**src/design/ssc_pkg.sv**
```systemverilog
// ----------------------------------------------------------------------------
// ssc_pkg: shared types and helpers for the seven-segment hh:mm:ss clock
// Transaction structs, counter widths and the digit/segment decode functions.
// ----------------------------------------------------------------------------
package ssc_pkg;

  localparam int TICK_COUNT_BITS = 10;
  localparam int TPS_BITS        = 10;
  // common width for comparing the tick counter against the configured count
  localparam int CMP_BITS        = (TICK_COUNT_BITS > TPS_BITS) ?
                                   TICK_COUNT_BITS + 1 : TPS_BITS + 1;

  localparam logic [TPS_BITS-1:0] TPS_RESET  = TPS_BITS'(100);
  localparam logic [5:0]          SEC_MAX    = 6'd59;
  localparam logic [5:0]          MIN_MAX    = 6'd59;
  localparam logic [4:0]          HOUR_MAX   = 5'd23;
  localparam logic [7:0]          SEG_DOT    = 8'h80;
  localparam logic [1:0]          SCAN_LAST  = 2'd3;

  typedef logic [TICK_COUNT_BITS-1:0] cnt_t;
  typedef logic [TPS_BITS-1:0]        tps_t;
  typedef logic [CMP_BITS-1:0]        cmp_t;

  typedef struct packed {
    logic tick;
    logic switch_pressed;
    logic advance_digit;
  } in_item_t;

  typedef struct packed {
    logic [7:0] segments_n;
    logic [3:0] digit_select_n;
    logic [4:0] hours_now;
    logic [5:0] minutes_now;
    logic [5:0] seconds_now;
    logic       half_second_dot;
    logic       showing_min_sec;
  } out_item_t;

  // tens digit of a value up to 59
  function automatic logic [3:0] tens_of(input logic [5:0] v);
    logic [3:0] t;
    if (v >= 6'd50)      t = 4'd5;
    else if (v >= 6'd40) t = 4'd4;
    else if (v >= 6'd30) t = 4'd3;
    else if (v >= 6'd20) t = 4'd2;
    else if (v >= 6'd10) t = 4'd1;
    else                 t = 4'd0;
    return t;
  endfunction

  function automatic logic [3:0] units_of(input logic [5:0] v);
    logic [5:0] tens10;
    tens10 = 6'(tens_of(v)) * 6'd10;
    return 4'(v - tens10);
  endfunction

  // active-high segments a..g, bit 0 = a
  function automatic logic [7:0] seg_font(input logic [3:0] d);
    logic [7:0] s;
    case (d)
      4'd0:    s = 8'h3F;
      4'd1:    s = 8'h06;
      4'd2:    s = 8'h5B;
      4'd3:    s = 8'h4F;
      4'd4:    s = 8'h66;
      4'd5:    s = 8'h6D;
      4'd6:    s = 8'h7D;
      4'd7:    s = 8'h07;
      4'd8:    s = 8'h7F;
      4'd9:    s = 8'h67;
      default: s = 8'h00;
    endcase
    return s;
  endfunction

  function automatic logic [3:0] digit_sel_n(input logic [1:0] pos);
    logic [3:0] s;
    case (pos)
      2'd0:    s = 4'hE;
      2'd1:    s = 4'hD;
      2'd2:    s = 4'hB;
      default: s = 4'h7;
    endcase
    return s;
  endfunction

endpackage

```
**src/design/seven_segment_clock_hh_mm_ss_unit.sv**
```systemverilog
// ----------------------------------------------------------------------------
// seven_segment_clock_hh_mm_ss_unit: multiplexed hh:mm:ss seven-segment clock
// Counts ticks, keeps the time, handles the mode switch and drives one digit.
// ----------------------------------------------------------------------------
// The result of an accepted input is captured in the output register in the cycle after acceptance.
// Throughput: one transaction per cycle; set by the single output register,
// which takes a new result whenever it is empty or being drained.
// Reset (rst, synchronous): time, tick counter, dot, switch and scan state
// clear to zero, ticks_per_second returns to 100, output register empties.
module seven_segment_clock_hh_mm_ss_unit (
  input  logic                       clk,
  input  logic                       rst,
  input  logic                       cfg_wr_en,
  input  ssc_pkg::tps_t              cfg_wr_data,
  input  logic                       in_valid,
  output logic                       in_stall,
  input  ssc_pkg::in_item_t          in_data,
  output logic                       out_valid,
  input  logic                       out_stall,
  output ssc_pkg::out_item_t         out_data
);

  ssc_pkg::tps_t      tps;
  ssc_pkg::cnt_t      tick_counter, tick_counter_next;
  logic [5:0]         seconds, seconds_next;
  logic [5:0]         minutes, minutes_next;
  logic [4:0]         hours, hours_next;
  logic               dot, dot_next;
  logic               switch_held, switch_held_next;
  logic               min_sec, min_sec_next;
  logic [1:0]         scan, scan_next;
  ssc_pkg::out_item_t result;
  logic               in_accept;
  ssc_pkg::cnt_t      cnt_inc;
  logic [2:0]         digit_idx;
  logic [5:0]         shown_val;
  logic [3:0]         digit;
  logic [7:0]         seg;

  assign in_stall  = out_valid & out_stall;
  assign in_accept = in_valid & ~in_stall;

  always_comb begin
    tick_counter_next = tick_counter;
    seconds_next      = seconds;
    minutes_next      = minutes;
    hours_next        = hours;
    dot_next          = dot;
    cnt_inc           = tick_counter + ssc_pkg::cnt_t'(1);

    if (in_data.tick) begin
      if (ssc_pkg::cmp_t'(tick_counter) == ssc_pkg::cmp_t'(tps >> 1)) begin
        dot_next = ~dot_next;
      end
      tick_counter_next = cnt_inc;
      if (ssc_pkg::cmp_t'(cnt_inc) >= ssc_pkg::cmp_t'(tps)) begin
        dot_next          = ~dot_next;
        tick_counter_next = '0;
        // seconds, then minutes, then hours carry
        if (seconds == ssc_pkg::SEC_MAX) begin
          seconds_next = '0;
          if (minutes == ssc_pkg::MIN_MAX) begin
            minutes_next = '0;
            if (hours == ssc_pkg::HOUR_MAX) begin
              hours_next = '0;
            end else begin
              hours_next = hours + 5'd1;
            end
          end else begin
            minutes_next = minutes + 6'd1;
          end
        end else begin
          seconds_next = seconds + 6'd1;
        end
      end
    end

    // rising level on the switch flips the display mode
    switch_held_next = in_data.switch_pressed;
    min_sec_next     = min_sec ^ (in_data.switch_pressed & ~switch_held);

    scan_next = in_data.advance_digit ? scan + 2'd1 : scan;

    digit_idx = {1'b0, scan_next} + (min_sec_next ? 3'd2 : 3'd0);
    case (digit_idx[2:1])
      2'd0:    shown_val = {1'b0, hours_next};
      2'd1:    shown_val = minutes_next;
      default: shown_val = seconds_next;
    endcase
    digit = digit_idx[0] ? ssc_pkg::units_of(shown_val) : ssc_pkg::tens_of(shown_val);
    seg   = ssc_pkg::seg_font(digit);
    if (scan_next == ssc_pkg::SCAN_LAST && dot_next) begin
      seg = seg | ssc_pkg::SEG_DOT;
    end

    result.segments_n      = ~seg;
    result.digit_select_n  = ssc_pkg::digit_sel_n(scan_next);
    result.hours_now       = hours_next;
    result.minutes_now     = minutes_next;
    result.seconds_now     = seconds_next;
    result.half_second_dot = dot_next;
    result.showing_min_sec = min_sec_next;
  end

  always_ff @(posedge clk) begin
    if (rst) begin
      tps          <= ssc_pkg::TPS_RESET;
      tick_counter <= '0;
      seconds      <= '0;
      minutes      <= '0;
      hours        <= '0;
      dot          <= 1'b0;
      switch_held  <= 1'b0;
      min_sec      <= 1'b0;
      scan         <= '0;
      out_valid    <= 1'b0;
    end else begin
      if (cfg_wr_en) begin
        tps <= cfg_wr_data;
      end
      if (in_accept) begin
        tick_counter <= tick_counter_next;
        seconds      <= seconds_next;
        minutes      <= minutes_next;
        hours        <= hours_next;
        dot          <= dot_next;
        switch_held  <= switch_held_next;
        min_sec      <= min_sec_next;
        scan         <= scan_next;
        out_valid    <= 1'b1;
      end else if (!out_stall) begin
        out_valid <= 1'b0;
      end
    end
  end

  always_ff @(posedge clk) begin
    if (in_accept) begin
      out_data <= result;
    end
  end

  // time registers never leave their wrap ranges
  a_time_range: assert property (@(posedge clk) disable iff (rst)
    seconds <= ssc_pkg::SEC_MAX && minutes <= ssc_pkg::MIN_MAX &&
    hours <= ssc_pkg::HOUR_MAX)
    else $error("time count out of range");

  // an accepted transaction always lands in the output register
  a_accept_to_out: assert property (@(posedge clk) disable iff (rst)
    in_accept |=> out_valid)
    else $error("accepted transaction produced no result");

  // exactly one digit enabled, matching the scan position
  a_digit_onehot: assert property (@(posedge clk) disable iff (rst)
    out_valid |-> $onehot(~out_data.digit_select_n) &&
                  out_data.digit_select_n == ssc_pkg::digit_sel_n(scan))
    else $error("digit select not one-hot or out of step with scan");

endmodule
```
**config.mk**
```make
export PLATFORM = sky130hd
export DESIGN_NAME = seven_segment_clock_hh_mm_ss_unit
export DESIGN_NICKNAME = d
export VERILOG_FILES = /design/src/design/ssc_pkg.sv /design/src/design/seven_segment_clock_hh_mm_ss_unit.sv
export SDC_FILE = /design/constraint.sdc
export NUM_CORES = 1
export LEC_CHECK = 0
export ABC_AREA = 1
export BUFFER_PORTS_ARGS = -buffer_cell sky130_fd_sc_hd__buf_2
export CORE_MARGIN = 2
export CORE_UTILIZATION = 55
export CTS_BUF_LIST = sky130_fd_sc_hd__clkbuf_8
export DETAILED_ROUTE_END_ITERATION = 12
export PLACE_DENSITY = 0.84
export SLEW_MARGIN = 40
export SYNTH_ARGS = -nofsm -noshare
export SYNTH_HDL_FRONTEND = slang
export SYNTH_SLANG_ARGS = --single-unit
```
**constraint.sdc**
```tcl
create_clock -name clk -period 4.15 [get_ports clk]
set_clock_uncertainty 0.15 [all_clocks]
set_input_delay 0.83 -clock clk [delete_from_list [all_inputs] [get_ports clk]]
set_output_delay 0.83 -clock clk [all_outputs]
set_load 0.01 [all_outputs]
```
After elaboration in Yosys (flattened, before gate mapping) --
Memories as Yosys holds them, arrays and structs flattened. Index checks and enable logic that the tools add are counted.
Word-level totals: output and inout bits 33, memories kept 1, register bits after elaboration 74, bits of input ports 18, bits in read-only memories 112
Operators by class: $lt $le $gt $ge 6, $add $sub $neg 7, reduce and logical (&&, ||, !) cells 4, bitwise gates (word level) 9, muxes and demuxes 30, equality and inequality tests 9, $mul 1
Memories:
- (name not given) | words 16, width 7, rd ports 1, clocked after Yosys merged registers in 0, wr ports 0, line ssc_pkg.sv:61 | case (d)
Operator list (count):
- $mux 6 | 7
- $mux 5 | 5
- $add 6x1->6 const B | 2
- $eq 6x6->1 const B | 2
- $ge 6x5->1 const B | 2
- $ge 6x6->1 const B | 2
- $pmux 4 s3 | 1
- $pmux 6 s2 | 1
- $add 10x1->10 const B | 1
- $eq 10x9->1 | 1
- $ge 10x10->1 | 1
- $mux 10 | 1
- $mux 2 | 4
- $mux 8 | 1
- $not 8->8 | 1
- $mux 1 | 7
- $ge 6x4->1 const B | 1
- $mux 3 | 2
- $add 5x1->5 const B | 1
- $eq 5x5->1 const B | 1
- $eq 2x1->1 const B | 2
- $eq 2x2->1 const B | 2
- $logic_not 2->1 | 2
- $mux 4 | 1
- other kinds (10) | 15

Depth between registers and ports, before layout --
Gate-level depths: netlist of run 1. An unclocked memory read counts as a cell.
depth in word-level cells 19, gate-level depth with buffers 35

Worst setup path before layout of run 1 --
Ideal clock, no wire load.
path type register to register, from register tick_counter[0], to register out_data[23] in the netlist's numbering (data pin), arrival 4.199 ns, path slack -0.454 ns, stages on the path, launching flop included 33, period minus slack after synthesis 4.604 ns, required time 3.745 ns, cell sequence dfxtp_1 > inv_1 > nor3_1 > nand3_1 > nor2_1 > nand3_1 > xor2_1 > inv_1 > ha_1 > a21o_1 > nor2_8 > nand3_4 > buf_6 > nand2_2 > nand2_1 > nand2_1 > nand2_2 > nand2_2 > nand3_4 > nand2_2 > nand3_1 > nand2_1 > nand2_2 > nand2_1 > nand2_1 > ha_1 > fa_1 > xnor2_1 > inv_1 > nand3_1 > nand3_2 > nand2_1 > nand2_1
RTL lines:
- from (decl) | line seven_segment_clock_hh_mm_ss_unit.sv:24 | ssc_pkg::cnt_t tick_counter, tick_counter_next;
- from (signal assigned) | line seven_segment_clock_hh_mm_ss_unit.sv:122 | tick_counter <= tick_counter_next;
- to (signal assigned) | line seven_segment_clock_hh_mm_ss_unit.sv:139 | out_data <= result;
- to (decl) | line seven_segment_clock_hh_mm_ss_unit.sv:20 | output ssc_pkg::out_item_t out_data

==> run summary, run 1 <==
Worst setup EP type: flip-flop
Die Area: 0.008958 sq mm
IO Port Bufs: 50
# setup viols final: 7
Area growth syn-to-layout: 32.36%
share of cells above drive strength 1: 36.71%
Mapped Area: 0.004519 sq mm
first-pass GRT wire length: 18.85 mm
YS warnings: 0
fin crit share: 116.2%
synthesized area per cell: 7.686 sq um
Mapped Nets: 629
Slew headroom: 52.42%
HP Class: reg -> reg
initial antenna violation count: 0
maxcap violations: 0
most used cell along the critical path: nand2_2
starting density of the core: 55.84%
Setup crit start kind: flip-flop
Slowest-stage cell, CP: fa_2
Setup TNS Final: -4.539 ns
Clk Latency, worst-skew pair: 0.37 ns
Die Height: 94.65 um
count of different cell masters after synthesis: 38
Setup WS pre-CTS: -0.4372 ns
fin. max-slew vios: 0
Via density: 5.668
IO Count: 51
Max IR drop VDD: 195.7 uV
aggregate global-route resource usage: 26.97%
1st-iter DRT viols: 495
# diodes: 0
final worst slack: -0.6742 ns
HPWL Detailed: 7.726 mm
Inserted Clock Buffers: 9
CTS Root Cell: clkbuf_8
Tmin final: 4.824 ns
wire per inst: 16.38 um
first-pass iteration count of the detailed router: 9
FF+latch area: 0.001795 sq mm
GPL Wtd Cong: 0.9684
met3 wire len: 981 um
clock sink count: 74
htree depth: 3
max incr delay on CP: 0.37 ns
outcome: finished, violations left
clk slew on worst S/H paths: 0.09 ns
Pleak: 2.925 nW
violated checks: setup timing
Remaining DRCs: 0
Hold Buf Count CTS: 0
vias in the first global route: 4,095
die width: 94.65 um
fin nets: 747
area of the multi-input gates: 0.002725 sq mm
TritonCTS clock tree: yes
number of fill cells: 568
Final Hold Fails: 0
wirelength, routed: 13.37 mm
Worst path top cell family by delay: simple AND/OR/NAND/NOR gates
maximum fanout along the worst path: 8
Final ANT Viol Nets: 0
row count: 33
Achievable Freq: 207.3 MHz
metal2 WL: 6.694 mm
largest net degree at the start of global routing: 53
Placeable Area: 0.008093 sq mm
Highest Signal Layer: met4
synthesized instance count: 588
Synth Register Bits: 74
sequential share of the synthesized area: 39.65%
CP Class: reg -> reg
unrepaired setup endpoints after global routing: yes
CTS Buffer Depth: 2
Critical Path AT: 4.80 ns
Data required, critical path: 4.12 ns
met1 wire length: 5.010 mm
total gr overflow: 0
crit path buf inv count: 4
Pwr Density: 342.3 mW/mm^2
via count: 4,625
actual slew at the worst max-slew pin: 0.7110 ns
report_power, final:
part / switching (mW) / leakage [nW] / internal [mW] / total (mW)
Combinational: 0.400 / 2.18 / 0.257 / 0.657
Clock: 0.300 / 0.0864 / 0.221 / 0.521
Sequential: 0.0321 / 0.658 / 0.838 / 0.870
Total: 0.732 / 2.93 / 1.32 / 2.05
worst paths after layout:
check | slack [ns] | depth (start not counted) | end | from
worst max register to register | -0.67 | 31 | out_data[26] | tick_counter[0]
worst min register to register | 0.31 | 2 | switch_held | switch_held
worst max-delay path | -0.67 | 31 | out_data[26] | tick_counter[0]
worst min-delay path | 0.31 | 2 | switch_held | switch_held
registers in the layout (all words and copies together) (netlist names):
register / flops
out_data: 31
tick_counter: 10
tps: 10
minutes: 6
seconds: 6
hours: 5
scan: 2
dot: 1
min_sec: 1
out_valid: 1
switch_held: 1
kinds of logic (layout without fill, tap and decap cells):
family | after synthesis | in the layout | synth area share (%)
buffers and inverters | 106 | 228 | 9.496
adders and majority gates | 23 | 23 | 6.534
and+or+nand+nor | 267 | 268 | 28.71
xor gates and xnor gates | 21 | 21 | 4.070
AOI/OAI and AO/OA | 97 | 97 | 11.55
DFF | 74 | 74 | 39.65
per-layer routing:
| layer | up-vias | GRT usage (%) |
|---|---|---|
| met5 | - | 0 |
| met4 | 0 | 13.53 |
| met3 | 81 | 5.108 |
| met2 | 281 | 46.28 |
| met1 | 2122 | 32.19 |
| li1 | 2141 | - |
Yosys cell counts (all sizes together):
cell type / count / area (sq um)
and2: 2 / 12.51
a31o: 1 / 8.760
nand3: 42 / 300.3
ha: 22 / 275.3
a211oi: 1 / 7.510
clkinv: 1 / 3.750
inv: 87 / 326.6
a21o: 1 / 7.510
xor2: 16 / 140.1
a221oi: 2 / 17.52
nor3: 3 / 20.02
fa: 1 / 20.02
nor2: 41 / 205.2
o22ai: 1 / 6.260
a21oi: 44 / 224.0
edfxtp: 31 / 930.9
nand2: 168 / 690.7
dfxtp: 43 / 860.8
buf: 8 / 61.31
xnor2: 5 / 43.79
nand4: 11 / 68.82
o311ai: 1 / 8.760
o21ai: 46 / 241.5
clkbuf: 10 / 37.54
final cells by class:
cell class	instances	area share, %
multi-input combinational	409	45.56
sequential	74	30.01
timing repair buffer	124	13.66
inverter	88	5.647
tap	105	2.196
clock buffer	9	2.071
clock inverter	7	0.8576
through the flow:
step	hold slack (ns)	cells	utilization, %	cell area [sq um]	power, mW
2_1_floorplan	0.2792	588	-	4592	1.240
3_3_place_gp	0.2907	776	65.06	5265	1.386
3_5_place_dp	0.2977	776	65.06	5265	1.412
4_1_cts	0.3115	805	69.74	5644	1.938
5_1_grt	0.3257	816	73.92	5982	2.146
6_report	0.3090	816	73.92	5982	2.048
timing repair:
item / CTS / global route
endpoints found under the setup margin: 7 / 7
gates resized for setup: 24 / 52
pin swaps: 21 / 41
setup buffers: 12 / 11
cloned: 1 / 0
cell usage in the layout, fill, tap and decap left out, types with 2 or more instances in the layout:
cell type | synthesis | final
o21ai_2 | 3 | 4
buf_6 | 3 | 3
dfxtp_2 | 0 | 3
xor2_1 | 16 | 16
ha_1 | 22 | 15
nand3_4 | 4 | 13
inv_4 | 0 | 3
nand3_1 | 30 | 17
clkbuf_8 | 0 | 9
nand4_1 | 11 | 11
nand2_2 | 18 | 38
clkinvlp_4 | 0 | 2
inv_2 | 7 | 10
nand2_1 | 148 | 121
buf_4 | 1 | 71
a221oi_1 | 2 | 2
a21oi_1 | 43 | 43
o21ai_0 | 39 | 37
dfxtp_1 | 43 | 40
nor2_4 | 3 | 7
nand3_2 | 8 | 13
edfxtp_1 | 31 | 31
nor2_2 | 5 | 4
ha_4 | 0 | 7
clkinv_2 | 0 | 2
buf_2 | 4 | 50
nor2_1 | 32 | 29
inv_1 | 80 | 74
o21ai_1 | 4 | 5
inv_6 | 0 | 3
xnor2_2 | 0 | 3
and2_1 | 2 | 2
nand2_4 | 2 | 9
worst register-to-register path, delay by kind of cell, from the launching register on:
family	cells	cell delay [ns]
simple gates	22	2.52
fa+ha+maj	3	0.82
buf+inv	4	0.45
flops	1	0.36
xor+xnor	2	0.28
Note: power is estimated with default switching activity, not from simulation.
==> run 2, diff against run 1 <==
- CORE_UTILIZATION: 55 -> 57
- PLACE_DENSITY: 0.84 -> 0.83
- clock period: 4.15 -> 5 ns (I/O delays scaled with it)
==> run 2 against run 1 <==
Worst hold slack got worse by 0.0048 ns; largest cell class unchanged; sequential share of layout area is 3.8 points higher; critical path type unchanged; first-iteration DRC count shrank 37%; the flow now finishes without violations; largest power group unchanged; count of clock-buffer cells in the layout stayed put.
==> run summary, run 2 (synthesis results as in run 1) <==
Sequential Power Share: 46.6%
Slew headroom: 49.69%
TritonCTS clock tree: yes
total gr overflow: 0
aggregate global-route resource usage: 24.98%
htree depth: 3
commonest non-fill, non-tap cell in the layout: nand2_1
Worst setup EP type: flip-flop
fin. max-slew vios: 0
vias in the first global route: 3,798
Top reg by flops: out_data
Placeable Area: 0.007687 sq mm
Die Height: 93.05 um
row count: 32
fin crit share: 97.02%
CP Class: reg -> reg
IO Port Bufs: 50
R2R Setup Slk: 0.15 ns
largest net degree at the start of global routing: 53
Clk Latency, worst-skew pair: 0.36 ns
Total Power: 1.546 mW
1st-iter DRT viols: 312
actual slew at the worst max-slew pin: 0.7519 ns
HP Class: reg -> reg
Setup TNS Final: 0 ns
clk slew on worst S/H paths: 0.08 ns
Largest regs: out_data x31, tick_counter x10, tps x10
Max IR drop VDD: 182.3 uV
maximum fanout along the worst path: 7
max incr delay on CP: 0.40 ns
via count: 4,186
Area growth syn-to-layout: 17.44%
HPWL Detailed: 7.390 mm
CTS Buffer Depth: 2
die width: 93.05 um
commonest cells after routing, fill and taps aside: nand2_1 (144), inv_1 (80), buf_2 (50)
most used cell along the critical path: nand2_1
first-pass iteration count of the detailed router: 5
Slowest-stage cell, CP: fa_1
Inserted Clock Buffers: 9
Setup crit start kind: flip-flop
first-pass GRT wire length: 17.02 mm
Tmin final: 4.851 ns
outcome: completed
Net Sw Frac: 33.43%
# setup viols final: 0
Via density: 5.501
Pleak: 2.601 nW
fin nets: 695
Final ANT Viol Nets: 0
GPL Wtd Cong: 0.9275
CTS Root Cell: clkbuf_8
clock power share: 25.8%
part of the power in combinational logic: 27.6%
number of flip-flops under the largest register name: 31
share of cells above drive strength 1: 24.89%
Pwr Density: 291.3 mW/mm^2
NetSw: 0.5169 mW
Data required, critical path: 4.97 ns
Final Hold Fails: 0
starting density of the core: 58.79%
Critical Path AT: 4.82 ns
Pint: 1.029 mW
# diodes: 0
wirelength, routed: 10.85 mm
initial antenna violation count: 0
IO Count: 51
Die Area: 0.008657 sq mm
Remaining DRCs: 0
number of fill cells: 614
Achievable Freq: 206.1 MHz
wire per inst: 14.25 um
clock sink count: 74
Core Util, Final: 69.04%
maxcap violations: 0
==> run 2: cell types whose count changed in the layout (fill, tap and decap cells not counted), sizes merged <==
cell / delta
buf: -53
clkinv: +3
inv: -2
clkinvlp: -1
nand3: +1
==> run 2: final timing paths <==
path | startpoint | to | depth (start not counted)
worst max-delay path | tick_counter[0] | out_data[25] | 32
worst min register to register | switch_held | switch_held | 2
worst max register to register | tick_counter[0] | out_data[25] | 32
worst min-delay path | switch_held | switch_held | 2
==> run 2: through the flow <==
stage               cells  area [sq um]  worst slack (ns)  hold WS (ns)
floorplan             588          4519            0.3957        0.2792
global placement      726          4836            0.1440        0.2909
detailed placement    726          4836           -0.1815        0.2933
CTS                   745          5040          0.002518        0.3048
global route          761          5308          -0.09319        0.3568
finish                761          5308            0.1491        0.3041
==> run 2: timing repair <==
item / 4_1_cts / 5_1_grt
buffers inserted: 2 / 15
pin swaps: 1 / 12
endpoints found under the hold margin: 0 / 0
hold buffers: 0 / 0
cloned: 1 / 1
endpoints found under the setup margin: 7 / 7
gates resized for setup: 4 / 30
==> run 2: area by class of cell <==
class / count / area (sq um) / area share, %
Multi-Input combinational cell: 410 / 2482 / 46.77
Sequential cell: 74 / 1797 / 33.85
Timing Repair Buffer: 71 / 407.9 / 7.685
Inverter: 88 / 330.3 / 6.223
Tap cell: 102 / 127.6 / 2.405
Clock buffer: 9 / 123.9 / 2.334
Clock inverter: 7 / 38.79 / 0.7308
==> run 2: worst max-delay path, delay by kind of cell, from the launching register on <==
kind                       cells  cell delay [ns]
buffers and inverters          6             0.65
AOI/OAI and AO/OA              1             0.20
xor gates and xnor gates       2             0.32
adders and majority gates      3             0.86
DFF                            1             0.34
and+or+nand+nor               20             2.07
==> run 2: per-layer routing <==
layer | vias up | global-route usage (%) | share of wire, %
li1 | 2033 | - | -
met2 | 182 | 41.79 | 49
met1 | 1931 | 30.53 | 41
met5 | - | 0 | 0
met3 | 40 | 4.029 | 5.7
met4 | 0 | 14.46 | 4.0
==> run 2: power groups by stage <==
stage | Sequential [mW] | Combinational (mW) | Clock [mW]
6_report | 0.720 | 0.427 | 0.399
5_1_grt | 0.725 | 0.478 | 0.428
4_1_cts | 0.720 | 0.391 | 0.406
3_5_place_dp | 0.734 | 0.385 | 0
3_3_place_gp | 0.732 | 0.369 | 0
2_1_floorplan | 0.748 | 0.264 | 0
